File: config.mk
export PLATFORM = sky130hd
export DESIGN_NAME = pressure_temperature_compensation
export DESIGN_NICKNAME = d
export VERILOG_FILES = /design/src/design/ptc_pkg.sv /design/src/design/ptc_div.sv /design/src/design/ptc_datapath.sv /design/src/design/ptc_ctrl.sv /design/src/design/pressure_temperature_compensation.sv
export SDC_FILE = /design/constraint.sdc
export NUM_CORES = 2
export LEC_CHECK = 0
export ABC_AREA = 1
export ABC_CLOCK_PERIOD_IN_PS = 25300
export BUFFER_PORTS_ARGS = -buffer_cell sky130_fd_sc_hd__clkbuf_2
export CAP_MARGIN = 0
export CORE_ASPECT_RATIO = 2
export CORE_MARGIN = 2
export CORE_UTILIZATION = 37
export CTS_CLUSTER_DIAMETER = 120
export DETAILED_ROUTE_END_ITERATION = 7
export PLACE_DENSITY_LB_ADDON = 0.15
export SLEW_MARGIN = 10
export SYNTH_ARGS = -nofsm -noshare
export SYNTH_HDL_FRONTEND = slang
export SYNTH_SLANG_ARGS = --single-unit
File: constraint.sdc
create_clock -name clock -period 25.3 [get_ports clock]
set_clock_uncertainty 0.15 [all_clocks]
set_input_delay 2.53 -clock clock [delete_from_list [all_inputs] [get_ports clock]]
set_output_delay 2.53 -clock clock [all_outputs]
set_load 0.02 [all_outputs]
File: src/design/ptc_pkg.sv
// ----------------------------------------------------------------------------
// ptc_pkg: shared types, constants and microprogram
// Command and status types, register indexes and the sequencer program of
// the pressure/temperature compensation block.
// ----------------------------------------------------------------------------
package ptc_pkg;

   localparam int RAW_W   = 24;
   localparam int SCALE_W = 24;
   localparam int COEF_W  = 48;
   localparam int Q_W     = 26;
   localparam int QUO_W   = 46;
   localparam int ACC_W   = 76;
   localparam int PROD_W  = 51;
   localparam int MA_W    = 25;
   localparam int INT_W   = 48;
   localparam int OUT_W   = 40;
   localparam int PC_W    = 5;
   localparam int CNT_W   = 6;
   localparam int CSR_IDX_W = 3;

   localparam logic [CNT_W-1:0] DIV_STEPS = CNT_W'(QUO_W);

   localparam logic [CSR_IDX_W-1:0] CSR_COEF_LOW  = 3'd0;
   localparam logic [CSR_IDX_W-1:0] CSR_COEF_MID  = 3'd1;
   localparam logic [CSR_IDX_W-1:0] CSR_COEF_HIGH = 3'd2;
   localparam logic [CSR_IDX_W-1:0] CSR_TEMP_SCALE  = 3'd3;
   localparam logic [CSR_IDX_W-1:0] CSR_PRESS_SCALE = 3'd4;

   localparam logic [SCALE_W-1:0] TEMP_SCALE_RESET  = 24'd3670016;
   localparam logic [SCALE_W-1:0] PRESS_SCALE_RESET = 24'd7864320;

   localparam logic [PC_W-1:0] PRESS_START = 5'd0;
   localparam logic [PC_W-1:0] TEMP_START  = 5'd26;

   typedef enum logic [1:0] {ST_IDLE, ST_DIV, ST_RUN, ST_OUT} ctrl_state_type;

   typedef enum logic [2:0] {
      LD_NONE, LD_ZERO, LD_C20, LD_C10, LD_C11, LD_C00, LD_C0
   } load_sel_type;

   typedef enum logic [2:0] {MA_C30, MA_C21, MA_C01, MA_C1, MA_XH, MA_XL} mul_a_type;

   typedef enum logic {MY_P, MY_T} mul_y_type;

   typedef enum logic [2:0] {ADD_NONE, ADD_PROD, ADD_PROD_HI, ADD_X, ADD_E} add_sel_type;

   typedef enum logic [1:0] {STO_NONE, STO_X_SAT, STO_X_MULQ, STO_E_MULQ} store_type;

   typedef enum logic {OSH_TEMP, OSH_PRESS} out_shift_type;

   typedef struct packed {
      load_sel_type  load;
      mul_a_type     mul_a;
      mul_y_type     mul_y;
      logic          mul_en;
      add_sel_type   add;
      store_type     store;
      logic          last;
      out_shift_type osh;
   } uop_type;

   typedef struct packed {
      logic    start;
      uop_type uop;
      logic    out_load;
   } dp_cmd_type;

   typedef struct packed {
      logic div_done;
      logic out_free;
   } dp_stat_type;

   function automatic uop_type mk_uop(load_sel_type ld, mul_a_type ma, mul_y_type my,
                                      logic me, add_sel_type ad, store_type st,
                                      logic lst, out_shift_type osh);
      uop_type u;
      u.load   = ld;
      u.mul_a  = ma;
      u.mul_y  = my;
      u.mul_en = me;
      u.add    = ad;
      u.store  = st;
      u.last   = lst;
      u.osh    = osh;
      return u;
   endfunction

   localparam uop_type UOP_NOP = '{LD_NONE, MA_C30, MY_P, 1'b0, ADD_NONE, STO_NONE,
                                   1'b0, OSH_TEMP};

   // Pressure program from PRESS_START, temperature program from TEMP_START.
   function automatic uop_type prog(logic [PC_W-1:0] pc);
      uop_type u;
      u = UOP_NOP;
      unique case (pc)
         5'd0:  u = mk_uop(LD_C20, MA_C30, MY_P, 1'b1, ADD_NONE, STO_NONE, 1'b0, OSH_PRESS);
         5'd1:  u = mk_uop(LD_NONE, MA_C30, MY_P, 1'b0, ADD_PROD, STO_NONE, 1'b0, OSH_PRESS);
         5'd2:  u = mk_uop(LD_ZERO, MA_C30, MY_P, 1'b0, ADD_NONE, STO_X_SAT, 1'b0, OSH_PRESS);
         5'd3:  u = mk_uop(LD_NONE, MA_XH, MY_P, 1'b1, ADD_NONE, STO_NONE, 1'b0, OSH_PRESS);
         5'd4:  u = mk_uop(LD_NONE, MA_XL, MY_P, 1'b1, ADD_PROD_HI, STO_NONE, 1'b0, OSH_PRESS);
         5'd5:  u = mk_uop(LD_NONE, MA_XL, MY_P, 1'b0, ADD_PROD, STO_NONE, 1'b0, OSH_PRESS);
         5'd6:  u = mk_uop(LD_C10, MA_C30, MY_P, 1'b0, ADD_NONE, STO_X_MULQ, 1'b0, OSH_PRESS);
         5'd7:  u = mk_uop(LD_NONE, MA_C30, MY_P, 1'b0, ADD_X, STO_NONE, 1'b0, OSH_PRESS);
         5'd8:  u = mk_uop(LD_ZERO, MA_C30, MY_P, 1'b0, ADD_NONE, STO_X_SAT, 1'b0, OSH_PRESS);
         5'd9:  u = mk_uop(LD_NONE, MA_XH, MY_P, 1'b1, ADD_NONE, STO_NONE, 1'b0, OSH_PRESS);
         5'd10: u = mk_uop(LD_NONE, MA_XL, MY_P, 1'b1, ADD_PROD_HI, STO_NONE, 1'b0, OSH_PRESS);
         5'd11: u = mk_uop(LD_NONE, MA_XL, MY_P, 1'b0, ADD_PROD, STO_NONE, 1'b0, OSH_PRESS);
         5'd12: u = mk_uop(LD_C11, MA_C21, MY_P, 1'b1, ADD_NONE, STO_E_MULQ, 1'b0, OSH_PRESS);
         5'd13: u = mk_uop(LD_NONE, MA_C21, MY_P, 1'b0, ADD_PROD, STO_NONE, 1'b0, OSH_PRESS);
         5'd14: u = mk_uop(LD_ZERO, MA_C30, MY_P, 1'b0, ADD_NONE, STO_X_SAT, 1'b0, OSH_PRESS);
         5'd15: u = mk_uop(LD_NONE, MA_XH, MY_P, 1'b1, ADD_NONE, STO_NONE, 1'b0, OSH_PRESS);
         5'd16: u = mk_uop(LD_NONE, MA_XL, MY_P, 1'b1, ADD_PROD_HI, STO_NONE, 1'b0, OSH_PRESS);
         5'd17: u = mk_uop(LD_NONE, MA_XL, MY_P, 1'b0, ADD_PROD, STO_NONE, 1'b0, OSH_PRESS);
         5'd18: u = mk_uop(LD_ZERO, MA_C30, MY_P, 1'b0, ADD_NONE, STO_X_MULQ, 1'b0, OSH_PRESS);
         5'd19: u = mk_uop(LD_NONE, MA_XH, MY_T, 1'b1, ADD_NONE, STO_NONE, 1'b0, OSH_PRESS);
         5'd20: u = mk_uop(LD_NONE, MA_XL, MY_T, 1'b1, ADD_PROD_HI, STO_NONE, 1'b0, OSH_PRESS);
         5'd21: u = mk_uop(LD_NONE, MA_XL, MY_T, 1'b0, ADD_PROD, STO_NONE, 1'b0, OSH_PRESS);
         5'd22: u = mk_uop(LD_C00, MA_C01, MY_T, 1'b1, ADD_NONE, STO_X_MULQ, 1'b0, OSH_PRESS);
         5'd23: u = mk_uop(LD_NONE, MA_C01, MY_T, 1'b0, ADD_PROD, STO_NONE, 1'b0, OSH_PRESS);
         5'd24: u = mk_uop(LD_NONE, MA_C30, MY_T, 1'b0, ADD_E, STO_NONE, 1'b0, OSH_PRESS);
         5'd25: u = mk_uop(LD_NONE, MA_C30, MY_T, 1'b0, ADD_X, STO_NONE, 1'b1, OSH_PRESS);
         5'd26: u = mk_uop(LD_C0, MA_C1, MY_T, 1'b1, ADD_NONE, STO_NONE, 1'b0, OSH_TEMP);
         5'd27: u = mk_uop(LD_NONE, MA_C1, MY_T, 1'b0, ADD_PROD, STO_NONE, 1'b1, OSH_TEMP);
         default: u = UOP_NOP;
      endcase
      return u;
   endfunction

endpackage

File: src/design/ptc_div.sv
// ----------------------------------------------------------------------------
// ptc_div: restoring unsigned divider
// One quotient bit per cycle; done pulses for one cycle with the quotient.
// ----------------------------------------------------------------------------
module ptc_div (
   input  logic                          clock,
   input  logic                          reset,
   input  logic                          start,
   input  logic [ptc_pkg::QUO_W-1:0]     dividend,
   input  logic [ptc_pkg::SCALE_W-1:0]   divisor,
   output logic                          done,
   output logic [ptc_pkg::QUO_W-1:0]     quotient
);
   import ptc_pkg::*;

   logic [CNT_W-1:0]   cnt_ff, cnt_in;
   logic               done_ff, done_in;
   logic [QUO_W-1:0]   quo_ff, quo_in;
   logic [SCALE_W-1:0] rem_ff, rem_in;
   logic [SCALE_W-1:0] dvs_ff, dvs_in;
   logic [SCALE_W:0]   shifted;
   logic [SCALE_W:0]   diff;

   always_comb begin
      cnt_in  = cnt_ff;
      done_in = 1'b0;
      quo_in  = quo_ff;
      rem_in  = rem_ff;
      dvs_in  = dvs_ff;
      shifted = {rem_ff, quo_ff[QUO_W-1]};
      diff    = shifted - {1'b0, dvs_ff};
      if (start) begin
         cnt_in = DIV_STEPS;
         quo_in = dividend;
         rem_in = '0;
         // a zero divisor divides as one
         dvs_in = (divisor == '0) ? SCALE_W'(1) : divisor;
      end else if (cnt_ff != '0) begin
         cnt_in = cnt_ff - CNT_W'(1);
         if (shifted >= {1'b0, dvs_ff}) begin
            rem_in = diff[SCALE_W-1:0];
            quo_in = {quo_ff[QUO_W-2:0], 1'b1};
         end else begin
            rem_in = shifted[SCALE_W-1:0];
            quo_in = {quo_ff[QUO_W-2:0], 1'b0};
         end
         done_in = (cnt_ff == CNT_W'(1));
      end
   end

   always_ff @(posedge clock) begin
      if (reset) begin
         cnt_ff  <= '0;
         done_ff <= 1'b0;
      end else begin
         cnt_ff  <= cnt_in;
         done_ff <= done_in;
      end
      quo_ff <= quo_in;
      rem_ff <= rem_in;
      dvs_ff <= dvs_in;
   end

   assign done     = done_ff;
   assign quotient = quo_ff;

endmodule

File: src/design/ptc_datapath.sv
// ----------------------------------------------------------------------------
// ptc_datapath: registers, divider, shared multiplier and accumulator
// Executes one microprogram word per cycle and holds the result register.
// ----------------------------------------------------------------------------
module ptc_datapath (
   input  logic                              clock,
   input  logic                              reset,
   input  logic                              csr_valid,
   input  logic [ptc_pkg::CSR_IDX_W-1:0]     csr_index,
   input  logic [ptc_pkg::COEF_W-1:0]        csr_wdata,
   input  logic                              req_type,
   input  logic [ptc_pkg::RAW_W-1:0]         req_raw_sample,
   input  ptc_pkg::dp_cmd_type               cmd,
   output ptc_pkg::dp_stat_type              stat,
   output logic                              rsp_valid,
   input  logic                              rsp_ready,
   output logic                              rsp_result_kind,
   output logic signed [ptc_pkg::OUT_W-1:0]  rsp_comp_value,
   output logic                              rsp_clipped
);
   import ptc_pkg::*;

   logic [COEF_W-1:0]  lo_ff, mi_ff, hg_ff;
   logic [SCALE_W-1:0] tsc_ff, psc_ff;
   logic               kind_ff, neg_ff;
   logic signed [Q_W-1:0]    t_ff, t_in, p_ff, p_in;
   logic signed [INT_W-1:0]  x_ff, x_in, e_ff, e_in;
   logic signed [PROD_W-1:0] prod_ff, prod_in;
   logic signed [ACC_W-1:0]  acc_ff, acc_in;
   logic               clip_ff, clip_in;
   out_shift_type      osh_ff, osh_in;
   logic               ov_ff, ov_in;
   logic               ok_ff, ok_in;
   logic signed [OUT_W-1:0] oval_ff, oval_in;
   logic               oclip_ff, oclip_in;

   logic signed [11:0] c0, c1;
   logic signed [19:0] c00, c10;
   logic signed [15:0] c01, c11, c20, c21, c30;

   logic [RAW_W-1:0]   raw_abs;
   logic               div_done;
   logic [QUO_W-1:0]   quo;
   logic signed [Q_W-1:0] qsat;
   logic               qclip;

   logic signed [MA_W-1:0]  ma;
   logic signed [Q_W-1:0]   my;
   logic signed [ACC_W-1:0] ld_val, mq, ov;
   logic signed [INT_W-1:0] st_val;
   logic               st_clip;
   logic               ov_clip;

   assign c0  = lo_ff[47:36];
   assign c1  = lo_ff[35:24];
   assign c00 = lo_ff[23:4];
   assign c10 = {lo_ff[3:0], mi_ff[47:32]};
   assign c01 = mi_ff[31:16];
   assign c11 = mi_ff[15:0];
   assign c20 = hg_ff[47:32];
   assign c21 = hg_ff[31:16];
   assign c30 = hg_ff[15:0];

   assign raw_abs = req_raw_sample[RAW_W-1] ? (~req_raw_sample + RAW_W'(1)) : req_raw_sample;

   ptc_div u_div (
      .clock    (clock),
      .reset    (reset),
      .start    (cmd.start),
      .dividend ({raw_abs, 22'b0}),
      .divisor  (req_type ? psc_ff : tsc_ff),
      .done     (div_done),
      .quotient (quo)
   );

   // truncate toward zero, saturate to the scaled width
   always_comb begin
      qclip = 1'b0;
      if (!neg_ff) begin
         if (quo[QUO_W-1:Q_W-1] != '0) begin
            qclip = 1'b1;
            qsat  = {1'b0, {(Q_W-1){1'b1}}};
         end else begin
            qsat = quo[Q_W-1:0];
         end
      end else begin
         if (quo[QUO_W-1:Q_W-1] != '0 && quo != {{(QUO_W-Q_W){1'b0}}, 1'b1, {(Q_W-1){1'b0}}})
         begin
            qclip = 1'b1;
            qsat  = {1'b1, {(Q_W-1){1'b0}}};
         end else begin
            qsat = -quo[Q_W-1:0];
         end
      end
   end

   always_comb begin
      unique case (cmd.uop.mul_a)
         MA_C30:  ma = MA_W'(c30);
         MA_C21:  ma = MA_W'(c21);
         MA_C01:  ma = MA_W'(c01);
         MA_C1:   ma = MA_W'(c1);
         MA_XH:   ma = MA_W'($signed(x_ff[INT_W-1:24]));
         MA_XL:   ma = {1'b0, x_ff[23:0]};
         default: ma = '0;
      endcase
      my = (cmd.uop.mul_y == MY_T) ? t_ff : p_ff;
   end

   always_comb begin
      unique case (cmd.uop.load)
         LD_ZERO: ld_val = '0;
         LD_C20:  ld_val = ACC_W'(c20) <<< 22;
         LD_C10:  ld_val = ACC_W'(c10) <<< 22;
         LD_C11:  ld_val = ACC_W'(c11) <<< 22;
         LD_C00:  ld_val = ACC_W'(c00) <<< 22;
         LD_C0:   ld_val = ACC_W'(c0) <<< 21;
         default: ld_val = '0;
      endcase
   end

   always_comb begin
      acc_in = acc_ff;
      if (cmd.uop.load != LD_NONE) begin
         acc_in = ld_val;
      end else begin
         unique case (cmd.uop.add)
            ADD_PROD:    acc_in = acc_ff + ACC_W'(prod_ff);
            ADD_PROD_HI: acc_in = acc_ff + (ACC_W'(prod_ff) <<< 24);
            ADD_X:       acc_in = acc_ff + ACC_W'(x_ff);
            ADD_E:       acc_in = acc_ff + ACC_W'(e_ff);
            default:     acc_in = acc_ff;
         endcase
      end
   end

   // saturate the accumulator (or its Q22 product form) to the 48-bit range
   always_comb begin
      mq = (cmd.uop.store == STO_X_SAT) ? acc_ff : (acc_ff >>> 22);
      st_clip = !((&mq[ACC_W-1:INT_W-1]) || !(|mq[ACC_W-1:INT_W-1]));
      if (st_clip) begin
         st_val = mq[ACC_W-1] ? {1'b1, {(INT_W-1){1'b0}}} : {1'b0, {(INT_W-1){1'b1}}};
      end else begin
         st_val = mq[INT_W-1:0];
      end
   end

   always_comb begin
      ov = (osh_ff == OSH_PRESS) ? (acc_ff >>> 18) : (acc_ff >>> 14);
      ov_clip = !((&ov[ACC_W-1:OUT_W-1]) || !(|ov[ACC_W-1:OUT_W-1]));
   end

   always_comb begin
      t_in    = t_ff;
      p_in    = p_ff;
      x_in    = x_ff;
      e_in    = e_ff;
      clip_in = clip_ff;
      osh_in  = osh_ff;
      prod_in = prod_ff;
      if (cmd.start) begin
         clip_in = 1'b0;
      end
      if (div_done) begin
         clip_in = clip_ff | qclip;
         if (kind_ff) begin
            p_in = qsat;
         end else begin
            t_in = qsat;
         end
      end
      if (cmd.uop.mul_en) begin
         prod_in = ma * my;
      end
      unique case (cmd.uop.store)
         STO_X_SAT, STO_X_MULQ: begin
            x_in    = st_val;
            clip_in = clip_ff | st_clip;
         end
         STO_E_MULQ: begin
            e_in    = st_val;
            clip_in = clip_ff | st_clip;
         end
         default: ;
      endcase
      if (cmd.uop.last) begin
         osh_in = cmd.uop.osh;
      end
   end

   always_comb begin
      ov_in    = ov_ff;
      ok_in    = ok_ff;
      oval_in  = oval_ff;
      oclip_in = oclip_ff;
      if (cmd.out_load) begin
         ov_in    = 1'b1;
         ok_in    = kind_ff;
         oclip_in = clip_ff | ov_clip;
         if (ov_clip) begin
            oval_in = ov[ACC_W-1] ? {1'b1, {(OUT_W-1){1'b0}}} : {1'b0, {(OUT_W-1){1'b1}}};
         end else begin
            oval_in = ov[OUT_W-1:0];
         end
      end else if (rsp_ready) begin
         ov_in = 1'b0;
      end
   end

   always_ff @(posedge clock) begin
      if (reset) begin
         lo_ff  <= '0;
         mi_ff  <= '0;
         hg_ff  <= '0;
         tsc_ff <= TEMP_SCALE_RESET;
         psc_ff <= PRESS_SCALE_RESET;
         t_ff   <= '0;
         ov_ff  <= 1'b0;
      end else begin
         if (csr_valid) begin
            priority case (csr_index)
               CSR_COEF_LOW:    lo_ff  <= csr_wdata;
               CSR_COEF_MID:    mi_ff  <= csr_wdata;
               CSR_COEF_HIGH:   hg_ff  <= csr_wdata;
               CSR_TEMP_SCALE:  tsc_ff <= csr_wdata[SCALE_W-1:0];
               CSR_PRESS_SCALE: psc_ff <= csr_wdata[SCALE_W-1:0];
               default: ;
            endcase
         end
         t_ff  <= t_in;
         ov_ff <= ov_in;
      end
      if (cmd.start) begin
         kind_ff <= req_type;
         neg_ff  <= req_raw_sample[RAW_W-1];
      end
      p_ff     <= p_in;
      x_ff     <= x_in;
      e_ff     <= e_in;
      prod_ff  <= prod_in;
      acc_ff   <= acc_in;
      clip_ff  <= clip_in;
      osh_ff   <= osh_in;
      ok_ff    <= ok_in;
      oval_ff  <= oval_in;
      oclip_ff <= oclip_in;
   end

   assign stat.div_done  = div_done;
   assign stat.out_free  = !ov_ff || rsp_ready;
   assign rsp_valid       = ov_ff;
   assign rsp_result_kind = ok_ff;
   assign rsp_comp_value  = oval_ff;
   assign rsp_clipped     = oclip_ff;

endmodule

File: src/design/ptc_ctrl.sv
// ----------------------------------------------------------------------------
// ptc_ctrl: sequencer
// Accepts a sample, waits for the divider, steps the microprogram and
// hands the result to the output register.
// ----------------------------------------------------------------------------
module ptc_ctrl (
   input  logic                  clock,
   input  logic                  reset,
   input  logic                  req_valid,
   output logic                  req_ready,
   input  logic                  req_type,
   input  ptc_pkg::dp_stat_type  stat,
   output ptc_pkg::dp_cmd_type   cmd
);
   import ptc_pkg::*;

   ctrl_state_type  state_ff, state_in;
   logic [PC_W-1:0] pc_ff, pc_in;
   logic            kind_ff, kind_in;
   uop_type         uop;

   assign uop = prog(pc_ff);

   always_comb begin
      state_in  = state_ff;
      pc_in     = pc_ff;
      kind_in   = kind_ff;
      req_ready = 1'b0;
      cmd.start    = 1'b0;
      cmd.uop      = UOP_NOP;
      cmd.out_load = 1'b0;
      unique case (state_ff)
         ST_IDLE: begin
            req_ready = 1'b1;
            if (req_valid) begin
               cmd.start = 1'b1;
               kind_in   = req_type;
               state_in  = ST_DIV;
            end
         end
         ST_DIV: begin
            if (stat.div_done) begin
               pc_in    = kind_ff ? PRESS_START : TEMP_START;
               state_in = ST_RUN;
            end
         end
         ST_RUN: begin
            cmd.uop = uop;
            if (uop.last) begin
               state_in = ST_OUT;
            end else begin
               pc_in = pc_ff + PC_W'(1);
            end
         end
         ST_OUT: begin
            // hold until the output register frees up
            if (stat.out_free) begin
               cmd.out_load = 1'b1;
               state_in     = ST_IDLE;
            end
         end
         default: state_in = ST_IDLE;
      endcase
   end

   always_ff @(posedge clock) begin
      if (reset) begin
         state_ff <= ST_IDLE;
         pc_ff    <= '0;
         kind_ff  <= 1'b0;
      end else begin
         state_ff <= state_in;
         pc_ff    <= pc_in;
         kind_ff  <= kind_in;
      end
   end

endmodule

File: src/design/pressure_temperature_compensation.sv
// ----------------------------------------------------------------------------
// pressure_temperature_compensation: barometric sensor compensation
// Scales raw temperature and pressure words and applies the calibration
// polynomial, one sample at a time.
// ----------------------------------------------------------------------------
// Usage:
//   req_*  : one raw 24-bit sample per transaction, req_type selects
//            temperature (0) or pressure (1).
//   rsp_*  : one result per sample, same kind, 40-bit signed value and a
//            clipped flag. A temperature result is in 1/256 degC, a pressure
//            result in 1/16 Pa using the last temperature sample.
//   csr_*  : register writes, index 0..4 (calibration words low, mid, high,
//            temperature scale, pressure scale); other indexes are ignored.
//            Write only while no sample is in flight.
// Sequence: a sample occupies the block from acceptance until its result is
//   in the output register: first the one-bit-per-cycle scaling divider and
//   its done flag, then the microprogram on the shared 25x26 multiplier and
//   accumulator, then the load of the output register. The next sample is
//   taken once the previous result is in the output register.
// Reset: calibration cleared, scales at their defaults, stored temperature
//   zero. A stalled receiver holds the result in the output register; the
//   next sample computes and then waits for that register to free up.
// ----------------------------------------------------------------------------
module pressure_temperature_compensation (
   input  logic                              clock,
   input  logic                              reset,
   input  logic                              csr_valid,
   output logic                              csr_ready,
   input  logic [ptc_pkg::CSR_IDX_W-1:0]     csr_index,
   input  logic [ptc_pkg::COEF_W-1:0]        csr_wdata,
   input  logic                              req_valid,
   output logic                              req_ready,
   input  logic                              req_type,
   input  logic [ptc_pkg::RAW_W-1:0]         req_raw_sample,
   output logic                              rsp_valid,
   input  logic                              rsp_ready,
   output logic                              rsp_result_kind,
   output logic signed [ptc_pkg::OUT_W-1:0]  rsp_comp_value,
   output logic                              rsp_clipped
);
   import ptc_pkg::*;

   dp_cmd_type  cmd;
   dp_stat_type stat;

   assign csr_ready = 1'b1;

   ptc_ctrl u_ctrl (
      .clock     (clock),
      .reset     (reset),
      .req_valid (req_valid),
      .req_ready (req_ready),
      .req_type  (req_type),
      .stat      (stat),
      .cmd       (cmd)
   );

   ptc_datapath u_dp (
      .clock           (clock),
      .reset           (reset),
      .csr_valid       (csr_valid),
      .csr_index       (csr_index),
      .csr_wdata       (csr_wdata),
      .req_type        (req_type),
      .req_raw_sample  (req_raw_sample),
      .cmd             (cmd),
      .stat            (stat),
      .rsp_valid       (rsp_valid),
      .rsp_ready       (rsp_ready),
      .rsp_result_kind (rsp_result_kind),
      .rsp_comp_value  (rsp_comp_value),
      .rsp_clipped     (rsp_clipped)
   );

endmodule
# Yosys cells after proc, flatten, opt, wreduce, memory -nomap -nowiden
# Memories as Yosys holds them, arrays and structs flattened. A register that Yosys moved wholly into a read port is not among the register bits.
# Cells that the tools add are included.
totals:
  ff_bits: 623
  mem_count: 1
  rom_bits: 480
  in_bits: 81
  output_inout_bits: 45
op_classes:
  multipliers: 1
  muxes: 47
  n_addsub: 9
  order_cmp: 1
  n_bitwise: 6
  reduce_logical: 39
  eq_ne: 31
memory_table:
  columns: ["name", "depth", "word_bits", "read_ports", "rd_ports_with_merged_regs", "wr", "line_no", "source"]
  rows:
  - ["(name not given)", 32, 15, 1, 1, 0, "ptc_pkg.sv:96", "unique case (pc)"]
op_table:
  columns: ["operator", "count"]
  rows:
  - ["$pmux W76 S5", 1]
  - ["$pmux W76 S4", 1]
  - ["$add A76 B48 Y76", 2]
  - ["$pmux W25 S6", 1]
  - ["$mux W26", 4]
  - ["$mux W48", 2]
  - ["$mux W46", 2]
  - ["$mux W40", 2]
  - ["$add A76 B51 Y76", 1]
  - ["$add A76 B75 Y76", 1]
  - ["$mux W76", 1]
  - ["$mux W75", 1]
  - ["$mux W24", 3]
  - ["$mux W61", 1]
  - ["$mul A25 B26 Y51", 1]
  - ["$ne A46 B26 Y1 const B", 1]
  - ["$reduce_and A37 Y1", 1]
  - ["$reduce_or A37 Y1", 1]
  - ["$reduce_and A29 Y1", 1]
  - ["$reduce_or A29 Y1", 1]
  - ["$neg A26 Y26", 1]
  - ["$ge A25 B24 Y1", 1]
  - ["$mux W5", 5]
  - ["$add A24 B1 Y24 const B", 1]
  - ["other kinds (36)", 97]

# Logic depth before layout (Yosys ltp)
depth:
  ltp_word: 10
  mapped_depth: 41
  ltp_nobuf: 39

# By module
# From an unflattened synthesis, not the netlist that was laid out.
hier_totals:
  hier_cells: 9287
  hier_area_um2: 67200.7
modules_own_cells:
  columns: ["module", "seq_area_each_um2", "n_inst", "area_each_um2", "cells_each"]
  rows:
  - ["ptc_datapath", 13242.7, 1, 59168.0, 8165]
  - ["ptc_div", 2722.6, 1, 6391.1, 868]
  - ["ptc_ctrl", 460.4, 1, 1630.3, 252]
  - ["pressure_temperature_compensation", 0.0, 1, 11.3, 2]

# Worst setup path after synthesis
# OpenSTA, ideal clock, no wires.
synth_path:
  path_kind: "reg-to-reg"
  startpoint: "register u_ctrl.state_ff[0]"
  endpoint: "register u_dp.prod_ff[46] (data pin)"
  path_slack_ns: 17.307
  path_stages_with_launch: 32
  t_arrival_ns: 7.579
  cell_sequence: "dfxtp_1 -> inv_1 -> ha_1 -> buf_4 -> nand2_1 -> clkbuf_1 -> nand2_1 -> o21ai_2 -> clkinv_1 -> buf_2 -> nor2_1 -> fa_1 -> fa_1 -> inv_1 -> fa_1 -> inv_1 -> fa_1 -> fa_1 -> fa_1 -> inv_1 -> fa_1 -> inv_1 -> ha_1 -> nand2_1 -> nor2_1 -> inv_1 -> nor2_1 -> inv_1 -> nor4_1 -> nand2_1 -> o211ai_1 -> xor2_1"
synth_via:
  elab_chain_len: 5
  elab_cells_between_ends: 11
synth_rtl:
  columns: ["item", "line_no", "source"]
  rows:
  - ["start: declaration", "ptc_ctrl.sv:17", "ctrl_state_type state_ff, state_in;"]
  - ["start signal: assignment", "ptc_ctrl.sv:72", "state_ff <= state_in;"]
  - ["$eq A2 B2 Y1 *", "ptc_ctrl.sv:32", "unique case (state_ff)"]
  - ["$mux W15 *", "ptc_ctrl.sv:32", null]
  - ["$eq A3 B3 Y1, or another cell as far along", "ptc_datapath.sv:98", "unique case (cmd.uop.mul_a)"]
  - ["$pmux W25 S6", "ptc_datapath.sv:98", null]
  - ["$mul A25 B26 Y51 *", "ptc_datapath.sv:173", "prod_in = ma * my;"]
  - ["end signal: assignment", "ptc_datapath.sv:240", "prod_ff <= prod_in;"]
  - ["end: declaration", "ptc_datapath.sv:28", "logic signed [PROD_W-1:0] prod_ff, prod_in;"]
# Mark *: on every way between the ends. The rest lies on a longest branch, timed or not.
# A chain may end at the register's enable or synchronous reset.

# Worst setup path after layout
layout_path:
  startpoint: "register u_ctrl.state_ff[0]"
  endpoint: "register u_dp.prod_ff[43] (data pin)"
# The elaborated chain is that of the path after synthesis.

==> results.tsv <==
stage	metric	value	unit
critical_path	worstPathArrival	10860	ps
critical_path	reg2reg_from	u_ctrl.state_ff[0]	
yosys	async_flop_share	0	
timing	fmax	94.43	MHz
yosys	synth-edff-count	343	
floorplanning	core-area	0.1781	sq mm
pwr	seq_power_share	0.200	
floorplanning	fp.dieW	303.5	um
pwr	max-vdd-ir-drop	76.46	uV
drt	wl_per_cell	28.26	um
timing	hold_slack	303.7	ps
yosys	yosysTopAreaCellShare	0.2063	
cts	clk_path_buf_depth	3	
hold_path	min-delay-start	u_dp.tsc_ff[7]	
drt	drt_iter0_drc	4423	
pwr	p_int	4.019	mW
floorplanning	dieArea	0.1830	sq mm
timing	setup_tns	0	ps
cells_and_area	layout.nets	10250	
critical_path	critPathKind	reg -> reg	
cts	worstSkewPairLatency	680	ps
cts	cts_tree	built	
drt	first_pass_iters	8	
pwr	p_sw_frac	0.5967	
flow_run	drv_cap	0	
grt	grt_start_max_net_pins	105	
cts	cts_resized	0	
timing	slew_viol_final	0	
pwr	power_leakage	35.20	nW
critical_path	crit_required	25570	ps
yosys	yosysSeqAreaShare	0.2441	
yosys	synth_cells	9169	
grt	grt-ovfl-total	0	
pwr	p_per_area	138.8	mW/mm^2
critical_path	regToRegSetupSlack	14710	ps
grt	grt_pass1_vias	64430	
timing	min_period	10590	ps
yosys	ys_ff_latch	638	
critical_path	reg2reg_to	u_dp.prod_ff[43]	
status	status	complete, no violations	
cells_and_area	fin_util	0.4031	
cts	root_buffer	clkbuf_16	
hold_path	worstHoldEndpoint	u_dp.tsc_ff[7]	
pwr	comb_power_share	0.694	
hold_path	hold_depth	2	
critical_path	cp_top_family	adder cells	
grt	antenna_found_initial	31	
yosys	yosysTopAreaCell	fa_1	
cts	clkSinkCount	638	
critical_path	worstSetupEndpointType	flop	
floorplanning	placementRows	219	
critical_path	critPathLaunchType	flop	
grt	grtUsageTotal	0.3617	
timing	finalHoldViolCount	0	
placed_design	port_buffers	124	
critical_path	r2r_cells	26	
drt	vias_per_cell	5.355	
pwr	netSwitchingPower	5.945	mW
floorplanning	fp.dieH	603.0	um
timing	maxSlewHeadroom	0.09226	
floorplanning	ios	126	
placed_design	routabilityCongestion	1.107	
cells_and_area	syn_to_final_growth	8.161	%
drt	drcViolationCount	0	
pwr	clockPowerShare	0.105	
drt	ant_nets	0	
critical_path	cp_max_fo	52	
grt	grt_pass1_wl	464300	um
yosys	ys.flop_type	edfxtp_1	
drt	routed_wl	327100	um
yosys	syn-mean-instance-area	7.240	sq um
cts	cts_buffers	69	
cells_and_area	final_cell_mix	nand2_1 (2,359), inv_1 (1,689), nor2_1 (1,088), fa_1 (684), o21ai_0 (584)	
critical_path	startpoint	u_ctrl.state_ff[0]	
yosys	netlist_area	0.06638	sq mm
critical_path	timing.critical_path.buf_inv	7	
yosys	synth_nets	10250	
critical_path	crit_top_cell	fa_1	
cts	hold_buffers	0	
timing	finalSetupViolCount	0	
yosys	ys_types	69	
cts	h-tree-depth	3	
critical_path	cp_slowest_cell	fa_1	
cells_and_area	drive_gt1_frac	0.05386	
cells_and_area	final_common_cell	nand2_1	
yosys	synthTopCellsByArea	fa_1 (21%), edfxtp_1 (16%), nand2_1 (13%)	
timing	rsz0062_at_grt	no	
yosys	yosysWarnings	0	
placed_design	hpwlAfterDp	270600	um
cts	cts_setup_buffers	0	
cts	clk_pin_slew	70	ps
hold_path	hp-class	reg -> reg	
cells_and_area	fillers	19070	
drt	vias	61980	
critical_path	cpPeakStageDelay	880	ps
timing	tightest_slew	1349	ps
floorplanning	initial_core_util	0.3727	
timing	post-route-period-util	0.4186	
-- per-stage QoR --
stage	cell area [sq um]	power, mW	setup slack (ps)	instances
2_1_floorplan	66380	5.808	17310	9169
3_3_place_gp	69470	8.690	14760	11420
3_5_place_dp	69480	8.702	14690	11420
4_1_cts	71700	9.784	14690	11550
5_1_grt	71740	10.61	14200	11550
6_report	71800	9.964	14710	11570
-- worst min-delay path, delay by kind of cell, from the launching register on --
| family | cells | cell delay, ps |
|---|---|---|
| DFF | 1 | 300 |
| buffers and inverters | 1 | 60 |
| AOI/OAI and AO/OA | 1 | 50 |
-- logic make-up (layout without fill, tap and decap cells) --
kind of cell,after synthesis,in the layout,share of synthesized area
simple gates,4125,4125,0.2529
buf+inv,2053,2112,0.1189
compound gates,1244,1244,0.1036
fa+ha+maj,1001,1001,0.2660
flops,638,638,0.2441
xor+xnor,99,99,0.01306
mux,8,8,0.001357
other cells,1,27,0.00005649
-- state kept, by name, summed over array words and instances (netlist names), 6 cells and up --
name and cells:
u_dp.lo_ff 48, u_dp.u_div.quotient 46, u_dp.t_ff 26, u_dp.u_div.cnt_ff 6, u_dp.acc_ff 76, u_dp.u_div.dvs_ff 24, u_dp.prod_ff 51, u_dp.u_div.rem_ff 24
u_dp.psc_ff 24, u_dp.e_ff 48, u_dp.x_ff 48, u_ctrl.uop 15, u_dp.hg_ff 48, u_dp.mi_ff 48, u_dp.rsp_comp_value 40, u_dp.p_ff 26
u_dp.tsc_ff 24
-- worst max path at each step --
stage	to	slack (ps)	cells past startpoint
after floorplan	u_dp.prod_ff[46]	17310	31
after global placement	u_dp.prod_ff[47]	14760	27
after detailed placement	u_dp.prod_ff[47]	14690	27
after CTS	u_dp.prod_ff[47]	14690	27
after global routing	u_dp.prod_ff[47]	14200	27
final	u_dp.prod_ff[43]	14710	26
-- cells in the mapped netlist (all sizes together) (92+ instances only) --
library cell	instances
a21oi	388
buf	109
clkbuf	188
dfxtp	295
edfxtp	343
fa	684
ha	317
inv	1742
nand2	2371
nand3	400
nand4	92
nor2	1110
o21ai	641
-- final cells by class --
class,instances,area (sq um),area share
antenna,26,65.06,0.0009061
clock buffer,75,1779,0.02478
clock inverter,52,436.7,0.006082
inverter,1756,6600,0.09192
multi-input combinational,6478,42400,0.5905
sequential,638,16210,0.2257
tap,2320,2903,0.04043
timing repair buffer,229,1414,0.01969
-- power by group through the flow --
stage / combinational, mW / sequential, mW / clock (mW)
after global placement: 6.71 / 1.98 / 0
after detailed placement: 6.72 / 1.98 / 0
final: 6.92 / 1.99 / 1.05
after global routing: 7.55 / 1.97 / 1.10
after CTS: 6.75 / 1.96 / 1.07
after floorplan: 4.14 / 1.67 / 0
-- metal layers --
| layer | vias to the layer above | share of wire | routed length (um) | track usage |
|---|---|---|---|---|
| li1 | 28570 | - | - | - |
| met1 | 30140 | 0.30 | 99400 | 0.3215 |
| met2 | 2177 | 0.52 | 170400 | 0.6483 |
| met3 | 1062 | 0.046 | 15060 | 0.06762 |
| met4 | 22 | 0.13 | 42130 | 0.3852 |
| met5 | - | 0.00041 | 133 | 0 |
Power figures use the tool's default switching activity.
